--- config.mk ---
export PLATFORM = sky130hd
export DESIGN_NAME = json_string_unescape
export DESIGN_NICKNAME = d
export VERILOG_FILES = /design/src/design/jsu_pkg.sv /design/src/design/jsu_front.sv /design/src/design/jsu_queue.sv /design/src/design/jsu_back.sv /design/src/design/json_string_unescape.sv
export SDC_FILE = /design/constraint.sdc
export NUM_CORES = 1
export LEC_CHECK = 0
export BUFFER_PORTS_ARGS = -buffer_cell sky130_fd_sc_hd__buf_2
export CAP_MARGIN = 30
export CORE_MARGIN = 10
export CORE_UTILIZATION = 40
export CTS_CLUSTER_SIZE = 16
export DETAILED_ROUTE_END_ITERATION = 8
export PLACE_DENSITY = 0.63
export SLEW_MARGIN = 10
export SYNTH_ARGS = -nofsm -noshare
export SYNTH_HDL_FRONTEND = slang
export SYNTH_SLANG_ARGS = --single-unit
--- constraint.sdc ---
create_clock -name clk -period 5.48 [get_ports clk]
set_input_delay 0.548 -clock clk [delete_from_list [all_inputs] [get_ports clk]]
set_output_delay 0.548 -clock clk [all_outputs]
set_load 0.02 [all_outputs]
--- src/design/jsu_pkg.sv ---
`default_nettype none
// ----------------------------------------------------------------------------
// JSON string unescape package
// Shared widths, character codes and the classified item passed from the
// front end to the decoder through the queue.
// ----------------------------------------------------------------------------
package jsu_pkg;

	localparam int unsigned CharW  = 21;
	localparam int unsigned UnitW  = 16;
	localparam int unsigned EscW   = 7;
	localparam int unsigned QDepth = 4;
	localparam int unsigned QPtrW  = $clog2(QDepth);
	localparam int unsigned QCntW  = $clog2(QDepth + 1);

	localparam logic [CharW-1:0] ChQuote     = 21'h22;
	localparam logic [CharW-1:0] ChBackslash = 21'h5C;
	localparam logic [CharW-1:0] ChSlash     = 21'h2F;
	localparam logic [CharW-1:0] ChLetterB   = 21'h62;
	localparam logic [CharW-1:0] ChLetterF   = 21'h66;
	localparam logic [CharW-1:0] ChLetterN   = 21'h6E;
	localparam logic [CharW-1:0] ChLetterR   = 21'h72;
	localparam logic [CharW-1:0] ChLetterT   = 21'h74;
	localparam logic [CharW-1:0] ChLetterU   = 21'h75;

	localparam logic [UnitW-1:0] HiSurMin = 16'hD800;
	localparam logic [UnitW-1:0] HiSurMax = 16'hDBFF;
	localparam logic [UnitW-1:0] LoSurMin = 16'hDC00;
	localparam logic [UnitW-1:0] LoSurMax = 16'hDFFF;
	localparam logic [CharW-1:0] SuppBase = 21'h10000;

	typedef struct packed {
		logic [CharW-1:0] chr;
		logic             last;
		logic             is_bs;
		logic             is_u;
		logic             hex_ok;
		logic [3:0]       hex_val;
		logic             esc_ok;
		logic [EscW-1:0]  esc_cp;
	} item_t;

endpackage
`default_nettype wire

--- src/design/jsu_front.sv ---
`default_nettype none
// ----------------------------------------------------------------------------
// JSON string unescape front end
// Accepts raw characters, classifies them (backslash, 'u', hex digit value,
// simple escape mapping) and registers the result for the queue.
// ----------------------------------------------------------------------------
module jsu_front (
	input  wire                        clk,
	input  wire                        arst_n,
	input  wire                        in_valid,
	output logic                       in_stall,
	input  wire  [jsu_pkg::CharW-1:0]  in_char,
	input  wire                        in_last,
	output logic                       push_valid,
	output jsu_pkg::item_t             push_item,
	input  wire                        q_full
);

	jsu_pkg::item_t item_c;
	jsu_pkg::item_t item_s1;
	logic           valid_s1;
	logic           load;

	always_comb begin
		item_c         = '0;
		item_c.chr     = in_char;
		item_c.last    = in_last;
		item_c.is_bs   = (in_char == jsu_pkg::ChBackslash);
		item_c.is_u    = (in_char == jsu_pkg::ChLetterU);
		if (in_char >= 21'h30 && in_char <= 21'h39) begin
			item_c.hex_ok  = 1'b1;
			item_c.hex_val = in_char[3:0];
		end else if ((in_char >= 21'h41 && in_char <= 21'h46) ||
				(in_char >= 21'h61 && in_char <= 21'h66)) begin
			item_c.hex_ok  = 1'b1;
			item_c.hex_val = 4'(in_char[3:0] + 4'd9);
		end
		item_c.esc_ok = 1'b1;
		case (in_char)
			jsu_pkg::ChQuote:     item_c.esc_cp = 7'h22;
			jsu_pkg::ChBackslash: item_c.esc_cp = 7'h5C;
			jsu_pkg::ChSlash:     item_c.esc_cp = 7'h2F;
			jsu_pkg::ChLetterB:   item_c.esc_cp = 7'h08;
			jsu_pkg::ChLetterF:   item_c.esc_cp = 7'h0C;
			jsu_pkg::ChLetterN:   item_c.esc_cp = 7'h0A;
			jsu_pkg::ChLetterR:   item_c.esc_cp = 7'h0D;
			jsu_pkg::ChLetterT:   item_c.esc_cp = 7'h09;
			default: begin
				item_c.esc_ok = 1'b0;
				item_c.esc_cp = '0;
			end
		endcase
	end

	assign in_stall   = valid_s1 && q_full;
	assign load       = in_valid && !in_stall;
	assign push_valid = valid_s1;
	assign push_item  = item_s1;

	always_ff @(posedge clk or negedge arst_n) begin
		if (!arst_n) begin
			valid_s1 <= 1'b0;
		end else if (!in_stall) begin
			valid_s1 <= in_valid;
		end
	end

	always_ff @(posedge clk) begin
		if (load) begin
			item_s1 <= item_c;
		end
	end

endmodule
`default_nettype wire

--- src/design/jsu_queue.sv ---
`default_nettype none
// ----------------------------------------------------------------------------
// JSON string unescape queue
// Short FIFO of classified items between the front end and the decoder.
// ----------------------------------------------------------------------------
module jsu_queue (
	input  wire             clk,
	input  wire             arst_n,
	input  wire             push_valid,
	input  jsu_pkg::item_t  push_item,
	output logic            q_full,
	output logic            q_valid,
	output jsu_pkg::item_t  q_item,
	input  wire             pop
);

	jsu_pkg::item_t              mem_q [jsu_pkg::QDepth];
	logic [jsu_pkg::QPtrW-1:0]   wr_ptr_q;
	logic [jsu_pkg::QPtrW-1:0]   rd_ptr_q;
	logic [jsu_pkg::QCntW-1:0]   count_q;
	logic                        push;
	logic                        do_pop;

	function automatic logic [jsu_pkg::QPtrW-1:0] QPtrNext(
			input logic [jsu_pkg::QPtrW-1:0] p);
		QPtrNext = (p == jsu_pkg::QPtrW'(jsu_pkg::QDepth - 1)) ? '0 : p + 1'b1;
	endfunction

	assign q_full  = (count_q == jsu_pkg::QCntW'(jsu_pkg::QDepth));
	assign q_valid = (count_q != '0);
	assign q_item  = mem_q[rd_ptr_q];
	assign push    = push_valid && !q_full;
	assign do_pop  = pop && q_valid;

	always_ff @(posedge clk or negedge arst_n) begin
		if (!arst_n) begin
			wr_ptr_q <= '0;
			rd_ptr_q <= '0;
			count_q  <= '0;
		end else begin
			if (push) begin
				wr_ptr_q <= QPtrNext(wr_ptr_q);
			end
			if (do_pop) begin
				rd_ptr_q <= QPtrNext(rd_ptr_q);
			end
			if (push && !do_pop) begin
				count_q <= count_q + 1'b1;
			end else if (do_pop && !push) begin
				count_q <= count_q - 1'b1;
			end
		end
	end

	always_ff @(posedge clk) begin
		if (push) begin
			mem_q[wr_ptr_q] <= push_item;
		end
	end

`ifndef NO_ASSERTIONS
	a_count_range: assert property (@(posedge clk) disable iff (!arst_n)
		count_q <= jsu_pkg::QCntW'(jsu_pkg::QDepth))
		else $error("queue count beyond depth");
	a_ptr_gap: assert property (@(posedge clk) disable iff (!arst_n)
		(count_q == '0 || q_full) |-> (wr_ptr_q == rd_ptr_q))
		else $error("queue pointers disagree with count");
	a_full_hold: assert property (@(posedge clk) disable iff (!arst_n)
		(q_full && !pop) |=> q_full)
		else $error("queue lost an entry without a pop");
`endif

endmodule
`default_nettype wire

--- src/design/jsu_back.sv ---
`default_nettype none
// ----------------------------------------------------------------------------
// JSON string unescape decoder
// Runs the escape and surrogate state machine on classified items and holds
// one result in an output register.
// ----------------------------------------------------------------------------
module jsu_back (
	input  wire                        clk,
	input  wire                        arst_n,
	input  wire                        q_valid,
	input  jsu_pkg::item_t             q_item,
	output logic                       pop,
	output logic                       out_valid,
	input  wire                        out_stall,
	output logic [jsu_pkg::CharW-1:0]  out_code_point,
	output logic                       out_has_char,
	output logic                       out_error,
	output logic                       out_last
);

	typedef enum logic [2:0] {
		MODE_PLAIN   = 3'd0,
		MODE_ESC     = 3'd1,
		MODE_HEX_HI  = 3'd2,
		MODE_WANT_BS = 3'd3,
		MODE_WANT_U  = 3'd4,
		MODE_HEX_LO  = 3'd5
	} mode_t;

	mode_t                      mode_q, mode_d;
	logic [1:0]                 digit_q, digit_d;
	logic [jsu_pkg::UnitW-1:0]  high_q, high_d, high_shift;
	logic [jsu_pkg::UnitW-1:0]  low_q, low_d, low_shift;
	logic                       err_q, err_d;
	logic                       has_c;
	logic [jsu_pkg::CharW-1:0]  cp_c;
	logic [jsu_pkg::CharW-1:0]  pair_cp;
	logic                       out_valid_q;
	logic [jsu_pkg::CharW-1:0]  cp_q;
	logic                       has_q;
	logic                       err_out_q;
	logic                       last_q;

	assign high_shift = {high_q[11:0], q_item.hex_val};
	assign low_shift  = {low_q[11:0], q_item.hex_val};
	assign pair_cp    = jsu_pkg::SuppBase + {1'b0, high_q[9:0], low_shift[9:0]};
	assign pop        = q_valid && (!out_valid_q || !out_stall);

	always_comb begin
		mode_d  = mode_q;
		digit_d = digit_q;
		high_d  = high_q;
		low_d   = low_q;
		err_d   = err_q;
		has_c   = 1'b0;
		cp_c    = '0;
		if (!err_q) begin
			unique case (mode_q)
				MODE_ESC: begin
					mode_d = MODE_PLAIN;
					if (q_item.esc_ok) begin
						has_c = 1'b1;
						cp_c  = jsu_pkg::CharW'(q_item.esc_cp);
					end else if (q_item.is_u) begin
						mode_d  = MODE_HEX_HI;
						digit_d = '0;
						high_d  = '0;
					end else begin
						err_d = 1'b1;
					end
				end
				MODE_HEX_HI: begin
					if (!q_item.hex_ok) begin
						err_d = 1'b1;
					end else begin
						high_d = high_shift;
						if (digit_q == 2'd3) begin
							digit_d = '0;
							if (high_shift >= jsu_pkg::HiSurMin &&
									high_shift <= jsu_pkg::HiSurMax) begin
								mode_d = MODE_WANT_BS;
							end else begin
								mode_d = MODE_PLAIN;
								has_c  = 1'b1;
								cp_c   = jsu_pkg::CharW'(high_shift);
							end
						end else begin
							digit_d = digit_q + 2'd1;
						end
					end
				end
				MODE_WANT_BS: begin
					if (q_item.is_bs) begin
						mode_d = MODE_WANT_U;
					end else begin
						err_d = 1'b1;
					end
				end
				MODE_WANT_U: begin
					if (q_item.is_u) begin
						mode_d  = MODE_HEX_LO;
						digit_d = '0;
						low_d   = '0;
					end else begin
						err_d = 1'b1;
					end
				end
				MODE_HEX_LO: begin
					if (!q_item.hex_ok) begin
						err_d = 1'b1;
					end else begin
						low_d = low_shift;
						if (digit_q == 2'd3) begin
							digit_d = '0;
							mode_d  = MODE_PLAIN;
							if (low_shift >= jsu_pkg::LoSurMin &&
									low_shift <= jsu_pkg::LoSurMax) begin
								has_c = 1'b1;
								cp_c  = pair_cp;
							end else begin
								err_d = 1'b1;
							end
						end else begin
							digit_d = digit_q + 2'd1;
						end
					end
				end
				default: begin
					mode_d = MODE_PLAIN;
					if (q_item.is_bs) begin
						mode_d = MODE_ESC;
					end else begin
						has_c = 1'b1;
						cp_c  = q_item.chr;
					end
				end
			endcase
			if (q_item.last && !err_d && mode_d != MODE_PLAIN) begin
				err_d = 1'b1;
			end
		end
		if (err_d) begin
			has_c = 1'b0;
			cp_c  = '0;
		end
	end

	always_ff @(posedge clk or negedge arst_n) begin
		if (!arst_n) begin
			mode_q      <= MODE_PLAIN;
			digit_q     <= '0;
			high_q      <= '0;
			low_q       <= '0;
			err_q       <= 1'b0;
			out_valid_q <= 1'b0;
		end else begin
			if (pop) begin
				if (q_item.last) begin
					mode_q  <= MODE_PLAIN;
					digit_q <= '0;
					high_q  <= '0;
					low_q   <= '0;
					err_q   <= 1'b0;
				end else begin
					mode_q  <= mode_d;
					digit_q <= digit_d;
					high_q  <= high_d;
					low_q   <= low_d;
					err_q   <= err_d;
				end
				out_valid_q <= 1'b1;
			end else if (!out_stall) begin
				out_valid_q <= 1'b0;
			end
		end
	end

	always_ff @(posedge clk) begin
		if (pop) begin
			cp_q      <= cp_c;
			has_q     <= has_c;
			err_out_q <= err_d;
			last_q    <= q_item.last;
		end
	end

	assign out_valid      = out_valid_q;
	assign out_code_point = cp_q;
	assign out_has_char   = has_q;
	assign out_error      = err_out_q;
	assign out_last       = last_q;

`ifndef NO_ASSERTIONS
	a_char_no_err: assert property (@(posedge clk) disable iff (!arst_n)
		(out_valid_q && has_q) |-> !err_out_q)
		else $error("result carries a character and an error");
	a_empty_cp: assert property (@(posedge clk) disable iff (!arst_n)
		(out_valid_q && !has_q) |-> (cp_q == '0))
		else $error("result without character has nonzero code point");
	a_digit_mode: assert property (@(posedge clk) disable iff (!arst_n)
		(digit_q != 2'd0) |-> (mode_q == MODE_HEX_HI || mode_q == MODE_HEX_LO))
		else $error("digit count active outside hex mode");
	a_sticky_err: assert property (@(posedge clk) disable iff (!arst_n)
		(pop && err_q && !q_item.last) |=> err_q)
		else $error("error flag dropped before string end");
`endif

endmodule
`default_nettype wire

--- src/design/json_string_unescape.sv ---
`default_nettype none
// ----------------------------------------------------------------------------
// JSON string unescape
// Decodes the raw characters of JSON string bodies into code points.
// ----------------------------------------------------------------------------
// Input channel: one raw character per transfer (in_char, in_last), with
// in_valid/in_stall. in_last marks the final character of a string body.
// Output channel: exactly one result per input transfer, in order, with
// out_valid/out_stall: out_code_point/out_has_char when a character is
// complete, out_error once the string is malformed (sticky to string end),
// and out_last copied from the input.
// Throughput: one character per cycle while in_stall is low; the decoder
// state machine updates its mode, digit count and code units once per item.
// When nothing stalls, a result passes through the classify register, the
// queue and the output register in that order.
// A four-entry queue sits between the classifier and the decoder, so the
// input keeps taking characters for a while when the receiver stalls; the
// input stalls once the queue and classify register are full.
// Reset clears the queue, the output valid flag and all decode state; after
// each in_last result the decode state returns to its reset values.
// ----------------------------------------------------------------------------
module json_string_unescape (
	input  wire                        clk,
	input  wire                        arst_n,
	input  wire                        in_valid,
	output logic                       in_stall,
	input  wire  [jsu_pkg::CharW-1:0]  in_char,
	input  wire                        in_last,
	output logic                       out_valid,
	input  wire                        out_stall,
	output logic [jsu_pkg::CharW-1:0]  out_code_point,
	output logic                       out_has_char,
	output logic                       out_error,
	output logic                       out_last
);

	logic           push_valid;
	jsu_pkg::item_t push_item;
	logic           q_full;
	logic           q_valid;
	jsu_pkg::item_t q_item;
	logic           pop;

	jsu_front u_front (
		.clk        (clk),
		.arst_n     (arst_n),
		.in_valid   (in_valid),
		.in_stall   (in_stall),
		.in_char    (in_char),
		.in_last    (in_last),
		.push_valid (push_valid),
		.push_item  (push_item),
		.q_full     (q_full)
	);

	jsu_queue u_queue (
		.clk        (clk),
		.arst_n     (arst_n),
		.push_valid (push_valid),
		.push_item  (push_item),
		.q_full     (q_full),
		.q_valid    (q_valid),
		.q_item     (q_item),
		.pop        (pop)
	);

	jsu_back u_back (
		.clk            (clk),
		.arst_n         (arst_n),
		.q_valid        (q_valid),
		.q_item         (q_item),
		.pop            (pop),
		.out_valid      (out_valid),
		.out_stall      (out_stall),
		.out_code_point (out_code_point),
		.out_has_char   (out_has_char),
		.out_error      (out_error),
		.out_last       (out_last)
	);

endmodule
`default_nettype wire

Word level (Yosys, flattened, before mapping)
Memories as Yosys holds them, arrays and structs flattened.
Cells that the tools add are included.
{"block": "totals", "output_inout_bits": 26, "word_cells": 175, "regBits": 100, "rom_bits": 0, "in_bits": 26, "n_memories": 1, "latch_bits": 0, "ram_bits": 148}
{"name": "u_queue.mem_q", "words": 4, "width": 37, "read_ports": 1, "rd_clocked_by_memory_dff": 0, "wr": 1, "line_no": "jsu_queue.sv:17", "rtl": "jsu_pkg::item_t mem_q [jsu_pkg::QDepth];"}
{"block": "classes", "n_shift": 0, "eq_ne": 26, "reduce_logical": 37, "bitwise": 0, "n_mul": 0, "magnitude_cmp": 10, "add_sub_neg": 7, "n_mux": 72, "div_mod_pow": 0}
{"cell": "equality test 21 x 7 -> 1 bit, second input constant", "n": 7}
{"cell": "2-to-1 mux 21 bit", "n": 6}
{"cell": "2-to-1 mux 12 bit", "n": 8}
{"cell": "one-hot mux 21 bit (4 select lines)", "n": 1}
{"cell": "one-hot mux 7 bit (8 select lines)", "n": 1}
{"cell": "one-hot mux 12 bit (2 select lines)", "n": 2}
{"cell": "equality test 21 x 6 -> 1 bit, second input constant", "n": 2}
{"cell": "greater-or-equal comparator 21 x 7 -> 1 bit, second input constant", "n": 2}
{"cell": "less-or-equal comparator 21 x 7 -> 1 bit, second input constant", "n": 2}
{"cell": "2-to-1 mux 3 bit", "n": 12}
{"cell": "greater-or-equal comparator 16 bit, second input constant", "n": 2}
{"cell": "less-or-equal comparator 16 bit, second input constant", "n": 2}
{"cell": "2-to-1 mux 1 bit", "n": 24}
{"cell": "adder 17 x 20 -> 21 bit, first input constant", "n": 1}
{"cell": "greater-or-equal comparator 21 x 6 -> 1 bit, second input constant", "n": 1}
{"cell": "less-or-equal comparator 21 x 6 -> 1 bit, second input constant", "n": 1}
{"cell": "2-to-1 mux 2 bit", "n": 10}
{"cell": "2-to-1 mux 16 bit", "n": 1}
{"cell": "one-hot mux 3 bit (5 select lines)", "n": 1}
{"cell": "logical AND 1 bit", "n": 14}
{"cell": "nonzero test 3 bit", "n": 4}
{"cell": "AND reduction 5 bit", "n": 2}
{"cell": "equality test 3 bit, second input constant", "n": 3}
{"cell": "!= test 3 x 1 -> 1 bit, second input constant", "n": 3}
{"cell": "23 further kinds", "n": 40}

Logic depth before layout (Yosys ltp)
An unclocked memory read counts as a cell.
{"block": "depth", "word_depth": 14, "mapped_depth": 10, "mapped_depth_nobuf": 9}

Modules after synthesis
A second synthesis with hierarchy kept.
{"block": "hier_totals", "cells_unflattened": 678, "area_unflattened_um2": 10570.1}
{"module": "jsu_queue", "cells_per_inst": 230, "seq_area_each_um2": 4619.4, "area_per_inst_um2": 5770.5, "instances": 1}
{"module": "jsu_back", "cells_per_inst": 321, "seq_area_each_um2": 1496.4, "area_per_inst_um2": 3119.2, "instances": 1}
{"module": "jsu_front", "cells_per_inst": 127, "seq_area_each_um2": 1106.1, "area_per_inst_um2": 1680.4, "instances": 1}

Worst setup path after synthesis
OpenSTA, ideal clock, no wires.
{"block": "synth_timing", "path_kind": "flip-flop to flip-flop", "start": "register u_queue.count_q[0] (netlist name)", "end": "register u_front.item_s1 (netlist bit u_front.push_item[0]), enable pin", "slack_ns": 2.663, "period_less_slack_ns": 2.817, "stages_incl_launch_ff": 4, "required_ns": 5.047, "t_arrival_ns": 2.384, "cell_sequence": "dfrtp_1 -> nor2_1 -> and3_1 -> nor2b_1"}
{"block": "synth_between", "elab_chain_cells": 4}
{"element": "start: declaration", "line_no": "jsu_queue.sv:20", "rtl": "logic [jsu_pkg::QCntW-1:0] count_q;"}
{"element": "start signal: assignment", "line_no": "jsu_queue.sv:48", "rtl": "count_q <= count_q + 1'b1;"}
{"element": "start signal: assignment", "line_no": "jsu_queue.sv:50", "rtl": "count_q <= count_q - 1'b1;"}
{"element": "equality test 3 bit", "line_no": "jsu_queue.sv:29", "rtl": "assign q_full = (count_q == jsu_pkg::QCntW'(jsu_pkg::QDepth));"}
{"element": "logical AND 1 bit", "line_no": "jsu_front.sv:55", "rtl": "assign in_stall = valid_s1 && q_full;"}
{"element": "net in_stall", "line_no": "json_string_unescape.sv:26", "rtl": "output logic in_stall,"}
{"element": "logical NOT 1 bit", "line_no": "jsu_front.sv:56", "rtl": "assign load = in_valid && !in_stall;"}
{"element": "logical AND 1 bit", "line_no": "jsu_front.sv:56"}
{"element": "net u_front.load", "line_no": "jsu_front.sv:22", "rtl": "logic load;"}
{"element": "end signal: assignment", "line_no": "jsu_front.sv:70", "rtl": "item_s1 <= item_c;"}
{"element": "end: declaration", "line_no": "jsu_front.sv:20", "rtl": "jsu_pkg::item_t item_s1;"}
The timed path passes the listed nets, and every way through them passes these cells.
A chain may end at the register's enable or synchronous reset.

Final worst setup path
{"block": "layout_timing", "start": "register u_queue.rd_ptr_q[0] (netlist name)", "end": "register u_back.high_q[10] (netlist name)"}
{"block": "layout_between", "elab_chain_cells": 3}
{"element": "start: declaration", "line_no": "jsu_queue.sv:19", "rtl": "logic [jsu_pkg::QPtrW-1:0] rd_ptr_q;"}
{"element": "start signal: assignment", "line_no": "jsu_queue.sv:45", "rtl": "rd_ptr_q <= QPtrNext(rd_ptr_q);"}
{"element": "memory (4 x 37 bit) *"}
{"element": "!= test 3 x 1 -> 1 bit (no source line) (tied with other cells)"}
{"element": "AND reduction 6 bit (no source line)"}
{"element": "end signal: assignment", "line_no": "jsu_back.sv:167", "rtl": "high_q <= high_d;"}
{"element": "end: declaration", "line_no": "jsu_back.sv:32", "rtl": "logic [jsu_pkg::UnitW-1:0] high_q, high_d, high_shift;"}
Mark *: on every way between the ends. The rest lies on a longest branch, timed or not.

==> results.tsv <==
metric	value	unit
outcome	completed	
# port buffers	51	
Setup-failing EPs final	0	
element type at the critical path end	flop	
final critical delay including setup and external delays	3.31	ns
clock latency of the later-clocked register in the worst-skew pair	0.52	ns
maximum clock path buffer count	3	
dominant synthesized flop cell	sky130_fd_sc_hd__edfxtp_1	
Fin. Hold Viols	0	
global-route usage over all layers	12.8	%
total via count after detailed routing	5594	
dominant combinational cell family by area after synthesis	multiplexers	
Post-CTS Repair Setup Buffers	0	
Crit path arrival time	3.74	ns
final total power	6.33	mW
list of most frequent post-synthesis cells	204 x sky130_fd_sc_hd__edfxtp_1, 41 x sky130_fd_sc_hd__nand2_1, 39 x sky130_fd_sc_hd__dfrtp_1, 36 x sky130_fd_sc_hd__mux4_2, 36 x sky130_fd_sc_hd__nor2_1	
portion of netlist area occupied by mux cells	8.85	%
post-layout worst setup margin	2.17	ns
Core Rows	57	
CP startpoint kind	flop	
crit path kind	flop to flop	
number of enable-type register cells in the synthesized netlist	204	
TNS Setup	0	ns
Async SR Flop Fraction	16.0	%
number of library cell types mapped by synthesis	57	
unrepaired setup endpoints after global routing	false	
clock-pin slew on the worst setup and hold paths	0.06	ns
Post-Synthesis Cell Area	9980	um2
Top-Level Pins	52	
count of hold buffers inserted by post-cts repair	0	
vias in the first global route	5754	
max cap viols	0	
area of the die	31700	um2
detailed-routing iteration count for the pre-antenna-repair pass	7	
Final GP Congestion	0.885	
Area Overhead vs Synth	16.1	%
horizontal die dimension	178	um
TritonCTS clock tree	built	
Final #Nets	726	
post-placement setup slack	2.10	ns
first-pass GRT wire length	32200	um
proportion of layout cells with a drive suffix above 1	21.0	%
count of routing violations after the opening detailed-route iteration	460	
Diodes inserted	0	
routed length per placed instance	19.6	um
leakage power total	4.14	nW
final HPWL from detailed placement	13600	um
period utilisation layout	60.4	%
clock tree skew after final layout	0.00744	ns
Fmax achieved	302	MHz
area share of xor/xnor cells in the synthesized design	0.439	%
worst endpoint required time	5.91	ns
Gates resized, CTS repair	0	
Avg Cell Area, Syn	15.9	um2
number of nets with antenna violations after detailed routing	0	
Vias/cell	5.43	
register area share after synthesis	71.2	%
TritonCTS Sinks	243	
number of cells produced by synthesis	626	
Power per Cell Area	546	nW/um2
Post-Synth Simple-Gate Area	8.08	%
worst-case headroom to the max-slew limit	32.9	%
complex-gate fraction of the synthesized area	7.27	%
drt total wl	20200	um
share of synthesized cell area in full adder, half adder and majority cells	1.83	%
transition time at the pin with the least slew margin	1.00	ns
effective utilization at floorplan	40.8	%
YS warnings	0	
library cell occupying the most area in the post-synthesis netlist	sky130_fd_sc_hd__edfxtp_1	
cell types with the largest area share after synthesis	sky130_fd_sc_hd__edfxtp_1 61%, sky130_fd_sc_hd__dfrtp_1 9.8%, sky130_fd_sc_hd__mux4_2 8.1%	
top-area cell type share of the netlist area	61.4	%
pin count of the biggest net entering global routing	40	
synthesized netlist net count	666	
number of synthesized register bits	243	
number of DRC violations after detailed routing	0	
area of the core	24500	um2
IR drop worst, VDD	0.000275	V
CTS buffer count	26	
Fillers	2073	
H-tree lvl count	1	
post-route core utilization	47.4	%
dominant cell by count in the synthesized netlist	sky130_fd_sc_hd__edfxtp_1	
Hold Path Class	primary input to flop	
initial antenna violation count	0	
clock root cell	sky130_fd_sc_hd__clkbuf_16	
Die Y-Extent	178	um
Critical Path Fanout Max	24	
Max Transition Viols Final	0	
overflow left after global routing	0	
[power by group]
group          internal [mW]  leakage (nW)  switching (mW)  total, mW
Combinational          0.666          1.24            1.06       1.73
Sequential              2.54          2.45           0.217       2.76
Clock                   1.16         0.447           0.687       1.84
[logic make-up after synthesis]
kind of cell               Yosys count
xor gates and xnor gates             5
buffers and inverters               55
muxes                               43
adders and majority gates           14
AOI/OAI and AO/OA                  107
DFF                                243
and+or+nand+nor                    159
[area by class of cell]
type,instances,area [um2],area share (%)
Multi-Input combinational cell,328,2650,22.9
Clock buffer,30,666,5.75
Inverter,23,86.3,0.745
Tap cell,324,405,3.50
Clock inverter,18,255,2.20
Timing Repair Buffer,64,415,3.59
Sequential cell,243,7100,61.3
[critical path, cell delays in order, from the launching register on]
cell and delay, ns:
sky130_fd_sc_hd__dfrtp_2 0.85, sky130_fd_sc_hd__mux4_2 0.61, sky130_fd_sc_hd__and2_1 0.26, sky130_fd_sc_hd__a2111oi_0 0.53, sky130_fd_sc_hd__o21a_1 0.64, sky130_fd_sc_hd__nand3_1 0.17, sky130_fd_sc_hd__o21ai_0 0.14
[metal layers]
metal  global-route usage (%)  part of all wire, %
met1                     17.0                   43
met2                     21.3                   49
met3                     2.25                  5.6
met4                     3.33                  1.9
met5                        0                    0
[placed cells by master (no fill, tap or decap), drive strengths merged, types with 3 or more instances in the layout]
| master | count |
|---|---|
| mux2i | 5 |
| a222oi | 9 |
| mux4 | 36 |
| clkbuf | 30 |
| nor3 | 9 |
| a21o | 7 |
| clkinv | 10 |
| a21oi | 18 |
| nor4 | 10 |
| o22ai | 3 |
| and3 | 4 |
| buf | 63 |
| nand3 | 20 |
| and2 | 5 |
| o21ai | 32 |
| a221oi | 3 |
| nor2 | 36 |
| nor2b | 6 |
| nand3b | 6 |
| nand4 | 7 |
| inv | 25 |
| xor2 | 3 |
| a22oi | 8 |
| a31oi | 5 |
| edfxtp | 204 |
| a22o | 9 |
| nand2 | 41 |
| dfrtp | 39 |
| bufinv | 6 |
| ha | 13 |
[worst paths after layout]
path / start / endpoint / slack (ns) / depth (start not counted)
hold reg to reg: u_back.low_q[9]$_DFFE_PN0P_ / u_back.low_q[9]$_DFFE_PN0P_ / 0.49 / 2
min in group asynchronous: arst_n / u_back.high_q[2]$_DFFE_PN0P_ / 0.51 / 2
setup reg to reg: u_queue.rd_ptr_q[0]$_DFFE_PN0P_ / u_back.high_q[10]$_DFFE_PN0P_ / 2.17 / 6
hold / removal: in_last / u_front.push_item[15]$_DFFE_PP_ / 0.20 / 1
max in group asynchronous: arst_n / u_queue.rd_ptr_q[0]$_DFFE_PN0P_ / 4.48 / 3
setup / recovery: u_queue.rd_ptr_q[0]$_DFFE_PN0P_ / u_back.high_q[10]$_DFFE_PN0P_ / 2.17 / 6
[registers in the layout, summed over array words and instances, names as in the netlist, 2 cells and up]
name	flops
u_back.digit_q	2
u_back.high_q	12
u_back.low_q	12
u_back.mode_q	3
u_back.out_code_point	21
u_front.push_item	36
u_queue.count_q	3
u_queue.mem_q	144
u_queue.rd_ptr_q	2
u_queue.wr_ptr_q	2
[through the flow]
step / instance area, um2 / hold WS (ns) / std cells
2_1_floorplan: 9980 / 0.252 / 626
5_1_grt: 11600 / 0.197 / 1030
3_5_place_dp: 10600 / 0.476 / 979
6_report: 11600 / 0.203 / 1030
4_1_cts: 11500 / 0.175 / 1027
3_3_place_gp: 10600 / 0.462 / 977
Power figures use the tool's default switching activity.
